### src/rtl/sat_pkg.sv
`timescale 1ns / 1ps
`default_nettype none

package sat_pkg;

    // Fixed field widths
    localparam int IDX_W   = 6;
    localparam int CNT_W   = 7;
    localparam int SIZE_W  = 32;
    localparam int OWNER_W = 8;
    localparam int COLOR_W = 3;

    // Color given to reserved slots at reset
    localparam logic [COLOR_W-1:0] RESERVED_COLOR = COLOR_W'(1);

    typedef enum logic [1:0] {
        OP_ALLOC      = 2'd0,
        OP_FREE       = 2'd1,
        OP_FREE_OWNER = 2'd2,
        OP_QUERY      = 2'd3
    } op_t;

    typedef enum logic [1:0] {
        ST_OK   = 2'd0,
        ST_FULL = 2'd1,
        ST_BAD  = 2'd2
    } status_t;

    // Request token walking down the slot chain
    typedef struct packed {
        op_t                op;
        logic [OWNER_W-1:0] owner;
        logic [COLOR_W-1:0] color;
        logic [SIZE_W-1:0]  size;
        logic [IDX_W-1:0]   idx;
        logic               pending;    // allocate still looking for a free slot
        logic               hit;        // free/query found a used slot at idx
        logic [IDX_W-1:0]   granted;
        logic [SIZE_W-1:0]  qsize;
        logic [SIZE_W-1:0]  freed_sum;
        logic [CNT_W-1:0]   count;
    } sat_tok_t;

    // One result beat
    typedef struct packed {
        logic [SIZE_W-1:0] bytes_freed;
        logic [SIZE_W-1:0] bytes_allocated;
        logic [CNT_W-1:0]  active_slots;
        logic [SIZE_W-1:0] slot_size;
        logic [IDX_W-1:0]  granted_slot;
        status_t           status;
    } sat_res_t;

endpackage

`default_nettype wire

### src/rtl/sat_cell.sv
`timescale 1ns / 1ps
`default_nettype none

module sat_cell #(
    parameter int CELL_IDX       = 0,
    parameter int RESERVED_SLOTS = 5
) (
    input  wire logic              aclk,
    input  wire logic              aresetn,
    input  wire logic              in_valid,
    input  wire sat_pkg::sat_tok_t in_tok,
    output logic                   out_valid,
    output sat_pkg::sat_tok_t      out_tok
);
    import sat_pkg::*;

    localparam logic [IDX_W-1:0] MY_IDX   = IDX_W'(CELL_IDX);
    localparam logic             RSV      = (CELL_IDX < RESERVED_SLOTS);

    logic               used_reg,  used_next;
    logic [OWNER_W-1:0] owner_reg, owner_next;
    logic [COLOR_W-1:0] color_reg, color_next;
    logic [SIZE_W-1:0]  bytes_reg, bytes_next;
    logic               out_valid_reg;
    sat_tok_t           out_tok_reg, tok_next;

    // Per-slot operation on the passing token
    always_comb begin
        used_next  = used_reg;
        owner_next = owner_reg;
        color_next = color_reg;
        bytes_next = bytes_reg;
        tok_next   = in_tok;
        if (in_valid) begin
            unique case (in_tok.op)
                OP_ALLOC: begin
                    if (in_tok.pending && !used_reg) begin
                        used_next        = 1'b1;
                        owner_next       = in_tok.owner;
                        color_next       = in_tok.color;
                        bytes_next       = in_tok.size;
                        tok_next.pending = 1'b0;
                        tok_next.granted = MY_IDX;
                    end
                end
                OP_FREE: begin
                    if (in_tok.idx == MY_IDX && used_reg) begin
                        tok_next.freed_sum = in_tok.freed_sum + bytes_reg;
                        tok_next.hit       = 1'b1;
                        used_next          = 1'b0;
                        owner_next         = '0;
                        color_next         = '0;
                        bytes_next         = '0;
                    end
                end
                OP_FREE_OWNER: begin
                    if (used_reg && owner_reg == in_tok.owner) begin
                        tok_next.freed_sum = in_tok.freed_sum + bytes_reg;
                        used_next          = 1'b0;
                        owner_next         = '0;
                        color_next         = '0;
                        bytes_next         = '0;
                    end
                end
                OP_QUERY: begin
                    if (in_tok.idx == MY_IDX && used_reg) begin
                        tok_next.qsize = bytes_reg;
                        tok_next.hit   = 1'b1;
                    end
                end
            endcase
            // running count of used slots after this operation
            tok_next.count = in_tok.count + CNT_W'(used_next);
        end
    end

    // Slot state
    always_ff @(posedge aclk) begin
        if (!aresetn) begin
            used_reg  <= RSV;
            owner_reg <= '0;
            color_reg <= RSV ? RESERVED_COLOR : '0;
            bytes_reg <= '0;
        end else begin
            used_reg  <= used_next;
            owner_reg <= owner_next;
            color_reg <= color_next;
            bytes_reg <= bytes_next;
        end
    end

    // Hand token to the next cell
    always_ff @(posedge aclk) begin
        if (!aresetn) begin
            out_valid_reg <= 1'b0;
        end else begin
            out_valid_reg <= in_valid;
        end
    end

    always_ff @(posedge aclk) begin
        out_tok_reg <= tok_next;
    end

    assign out_valid = out_valid_reg;
    assign out_tok   = out_tok_reg;

endmodule

`default_nettype wire

### config.mk
export PLATFORM = sky130hd
export DESIGN_NAME = sat_cell
export DESIGN_NICKNAME = d
export VERILOG_FILES = /design/src/rtl/sat_pkg.sv /design/src/rtl/sat_cell.sv
export SDC_FILE = /design/constraint.sdc
export NUM_CORES = 1
export LEC_CHECK = 0
export BUFFER_PORTS_ARGS = -buffer_cell sky130_fd_sc_hd__buf_2
export CORE_ASPECT_RATIO = 0.6
export CORE_MARGIN = 3
export CORE_UTILIZATION = 45
export DETAILED_ROUTE_END_ITERATION = 10
export GPL_ROUTABILITY_DRIVEN = 0
export PLACE_DENSITY_LB_ADDON = 0.05
export SLEW_MARGIN = 20
export SYNTH_ARGS = -nofsm -noshare
export SYNTH_HDL_FRONTEND = slang
export SYNTH_SLANG_ARGS = --single-unit
export TNS_END_PERCENT = 1
### constraint.sdc
create_clock -name aclk -period 2.6 [get_ports aclk]
set_input_delay 0.26 -clock aclk [delete_from_list [all_inputs] [get_ports aclk]]
set_output_delay 0.26 -clock aclk [all_outputs]
set_load 0.01 [all_outputs]
After elaboration in Yosys (flattened, before gate mapping). Index checks and enable logic that the tools add are counted.

Register bits: 172. Bits of input ports: 133. Output and inout port bits: 131.

Add/subtract/negate cells: 2. Equal/unequal tests: 7. Multiplexer cells: 25. Reductions and logical operators: 9.

Operators by type and width (number): $mux 32 (7); $pmux 32 s3 (1); $mux 79 (1); $pmux 32 s2 (1); $add 32x32->32 (1); $mux 8 (3); $pmux 8 s3 (1); $mux 6 (2); $eq 8x8->1 (1); $mux 1 (8); $add 7x1->7 (1); $logic_not 6->1 (1); $ne 2x2->1 const B (3); $reduce_and 5->1 (1); $eq 2x2->1 const B (2); $logic_and 1x1->1 (3); $pmux 1 s3 (1); $reduce_bool 3->1 (1); $eq 2x1->1 const B (1); $logic_not 2->1 (1); $reduce_or 2->1 (1); $logic_not 1->1 (1).

Longest topological paths before layout.
Word-level depth: 7. Mapped depth: 11.

Worst setup path before layout. Ideal clock, no wire load.

Path kind: reg-to-reg. From: register bytes_reg[0]. To: register out_tok_reg (netlist bit out_tok[33]). Arrival time: 2.437 ns. Data required time: 2.478 ns. Slack: 0.041 ns. Stages on the path, launching flop included: 12. Buffers on the path: 0. Period minus slack after synthesis: 2.559 ns. Path through: dfxtp_1 ha_1 inv_1 fa_1 nor2b_1 o211ai_1 a211oi_1 nor3_2 nor3_1 nor2_1 o2111a_1 a221o_1.

RTL lines: start: declaration (line sat_cell.sv:23) `logic [SIZE_W-1:0] bytes_reg, bytes_next;`; start signal: assignment (line sat_cell.sv:88) `bytes_reg <= bytes_next;`; end signal: assignment (line sat_cell.sv:102) `out_tok_reg <= tok_next;`; end: declaration (line sat_cell.sv:25) `sat_tok_t out_tok_reg, tok_next;`.

==> results_dict.tcl <==
set metrics [dict create \
    max_slew_margin_pct 54.1 \
    grt_max_degree 49 \
    p_leak_nw 4.60 \
    synth.area.mux_share_pct 5.51 \
    cts.sinks 172 \
    multi_input_area_sq_um 3650 \
    fin_crit_ns 2.55 \
    track_usage_pct 23.5 \
    cp_data_arrival_time_ns 2.86 \
    synth-simple-area-share_pct 17.8 \
    ys_top_cells_by_area "dfxtp_1, ha_1, mux2_2, a21oi_1, nor3b_1" \
    synthXorXnorAreaFrac_pct 4.67 \
    seqPwrFrac_pct 44.8 \
    crit_chain "ha_1, or3_1, nand3_1, a21oi_1, nor2_1, nor4_2, o31a_1, or3_1, a32o_1" \
    wl_per_cell_um 16.7 \
    finalSetupViolCount 0 \
    layout-drive-gt1-share_pct 38.3 \
    comb_power_share_pct 14.8 \
    syn_to_final_growth_pct 42.7 \
    cp_slowest_cell "or3_1" \
    ant_nets 0 \
    ys_seq_area_share_pct 48.3 \
    vias_per_cell 5.11 \
    rows 34 \
    place_inst 1189 \
    cts_tree "built" \
    endpoint_kind "flop" \
    synth_top_family_by_area "simple AND/OR/NAND/NOR gates" \
    worst_pin_slew_ns 0.689 \
    total_power_mw 6.33 \
    path_buf_inv 0 \
    synth_cell_types 56 \
    hold_viol 0 \
    power.density_nw_per_um2 622 \
    finalMaxSlewViolations 0 \
    synth_compound_area_share_pct 14.0 \
    crit_family "simple AND/OR/NAND/NOR gates" \
    cts_buffer_depth 2 \
    overflow 0 \
    path_common_cell "or3_1" \
    clk_pin_slew_ns 0.07 \
    antenna_found_initial 2 \
    synth_fa_ha_area_share_pct 6.77 \
    seqCellArea_sq_um 3450 \
    peakVddDrop_mv 0.463 \
    cts-buffers-inserted 17 \
    clk_latency_ns 0.42 \
    netlist_area_sq_um 7130 \
    fmax_ghz 0.393 \
    core_sq_um 15000 \
    synth_edf_count 0 \
    grt_pass1_wl_um 33500 \
    async_reset_ff_share_pct 0 \
    synth_fp_nets 897 \
    cap_violations 0 \
    fill_cells 1165 \
    grt_pass1_vias 6583 \
    die_h_um 104 \
    drtPass1Iterations 4 \
    ys.flop_type "dfxtp_1" \
    avgSynthCellArea_sq_um 9.82 \
    die_x_um 169 \
    io_buffer_count 263 \
    p_int_mw 4.68 \
    drc 0 \
    root_buffer "clkbuf_16" \
    final_util_pct 67.9 \
    clkPwrFrac_pct 40.5 \
    finish.net_count 1233 \
    hp-class "in -> reg" \
    die-area_sq_um 17400 \
    ys_warn_count 0 \
    largest_reg_flops 130 \
    finalClockSkew_ns 0.0107 \
    dp_hpwl_um 15200 \
    cp-start-kind "flop" \
    crit_fanout 5 \
    synth_area_leader_cell "dfxtp_1" \
    switching_share_pct 26.1 \
    stdcell_count 1274 \
    initial_core_util_pct 47.6 \
    period_share_pct 97.9 \
    htree_levels 4 \
    vias 6513 \
    grt_setup_unrepaired "true" \
    totalWireLength_um 21200 \
    crit_type "reg -> reg" \
    io_pins 264 \
    cp.required_ns 2.91 \
    drtIter0Drc 321 \
    p_sw_mw 1.65 \
    slowest_delay_ns 0.42 \
    synth_seq_cells 172 \
    status "complete, no violations" \
    syn_inst 726 \
    synth_top_area_share_pct 48.3 \
]
[logic make-up (layout without fill, tap and decap cells)]
group                      Yosys count  after routing
and+or+nand+nor                    225            225
DFF                                172            172
AOI/OAI and AO/OA                  162            162
buffers and inverters               56            405
adders and majority gates           38             38
xor gates and xnor gates            38             38
muxes                               35             35
other                                0              1
[layout make-up]
type	count	share of cell area, %
Tap cell	198	2.43
Timing Repair Buffer	355	21.3
Multi-Input combinational cell	498	35.9
Sequential cell	172	33.9
Inverter	18	0.664
Antenna cell	1	0.0246
Clock inverter	13	1.54
Clock buffer	19	4.25
[power by group through the flow]
stage / Sequential (mW) / Combinational [mW] / Clock, mW
floorplan: 2.95 / 0.380 / 0
global placement: 2.89 / 0.819 / 0
detailed placement: 2.89 / 0.834 / 0
CTS: 2.83 / 0.901 / 2.62
global route: 2.85 / 1.02 / 2.73
finish: 2.84 / 0.935 / 2.56
[stage by stage]
step / setup TNS, ns / hold slack [ns] / area, sq um / setup WS (ns)
after CTS: -0.0125 / 0.0105 / 9990 / -0.0125
after floorplan: 0 / 0.288 / 7130 / 0.0411
final: 0 / 0.0248 / 10200 / 0.0543
after detailed placement: -0.520 / 0.366 / 8880 / -0.136
after global routing: -0.370 / 0.0183 / 10200 / -0.0715
after global placement: -0.191 / 0.363 / 8880 / -0.0616
[placed cells by master (no fill, tap or decap), types with 4 or more instances in the layout]
master and instances:
dfxtp_2 6, clkbuf_16 17, buf_2 263, or3_1 4
nand2_1 52, nor3_1 4, nor2_1 23, o21ai_0 35
o211ai_1 5, nand3_1 14, nor2b_1 41, xor2_1 18
xnor2_1 19, nor3b_1 41, mux2_2 34, inv_6 4
nor4_2 4, dfxtp_1 166, ha_1 29, inv_1 18
nand4_1 9, dlygate4sd3_1 51, buf_4 38, ha_4 5
a21oi_1 65, and2_1 10, o21ai_1 4, a21o_1 11
a31oi_1 4
[final timing paths]
check	to	cells after the start	slack, ns	from
max	out_tok[31]$_DFF_P_	9	0.05	bytes_reg[10]$_SDFFE_PN0P_
min	out_tok[77]$_DFF_P_	2	0.02	in_tok[77]
min reg2reg	out_tok[47]$_DFF_P_	1	0.52	bytes_reg[8]$_SDFFE_PN0P_
max reg2reg	out_tok[31]$_DFF_P_	9	0.05	bytes_reg[10]$_SDFFE_PN0P_
[worst register-to-register path, stage by stage, from the launching register on]
cell and delay [ns]:
dfxtp_1 0.34, ha_1 0.35, or3_1 0.42, nand3_1 0.12
a21oi_1 0.08, nor2_1 0.23, nor4_2 0.10, o31a_1 0.26
or3_1 0.30, a32o_1 0.24
[what timing repair did]
action	4_1_cts	5_1_grt
buffers inserted	0	1
pin swaps	3	11
setup endpoints to repair	6	53
resized for setup	5	35
hold buffers	51	0
gates cloned	0	0
endpoints found under the hold margin	51	0
[Yosys cell counts, types with 2 or more instances]
| master | instances |
|---|---|
| a22o_1 | 3 |
| nor2_1 | 23 |
| nor2b_1 | 41 |
| dfxtp_1 | 172 |
| nand2b_1 | 3 |
| nand4_1 | 9 |
| buf_1 | 4 |
| clkbuf_1 | 30 |
| nor3_1 | 6 |
| o31ai_1 | 4 |
| and4_1 | 3 |
| ha_1 | 37 |
| and3_1 | 3 |
| nor3b_1 | 42 |
| buf_2 | 3 |
| xnor2_1 | 20 |
| a31oi_1 | 4 |
| o21a_1 | 3 |
| nand2_1 | 52 |
| nand3_1 | 15 |
| a21oi_1 | 68 |
| xor2_1 | 18 |
| and2_1 | 10 |
| o21ai_1 | 2 |
| nor4_1 | 5 |
| or2_2 | 3 |
| a211oi_1 | 4 |
| o211ai_1 | 5 |
| a21o_1 | 11 |
| inv_1 | 18 |
| o21ai_0 | 38 |
| o21bai_1 | 3 |
| mux2_2 | 34 |
| or3_1 | 6 |
| o22ai_1 | 3 |
[routing by layer]
layer | part of all wire, % | track usage [%]
met2 | 45 | 37.1
met1 | 46 | 31.7
met4 | 1.3 | 5.95
met5 | 0.061 | 0
met3 | 7.4 | 7.16
Note: power is estimated with default switching activity, not from simulation.
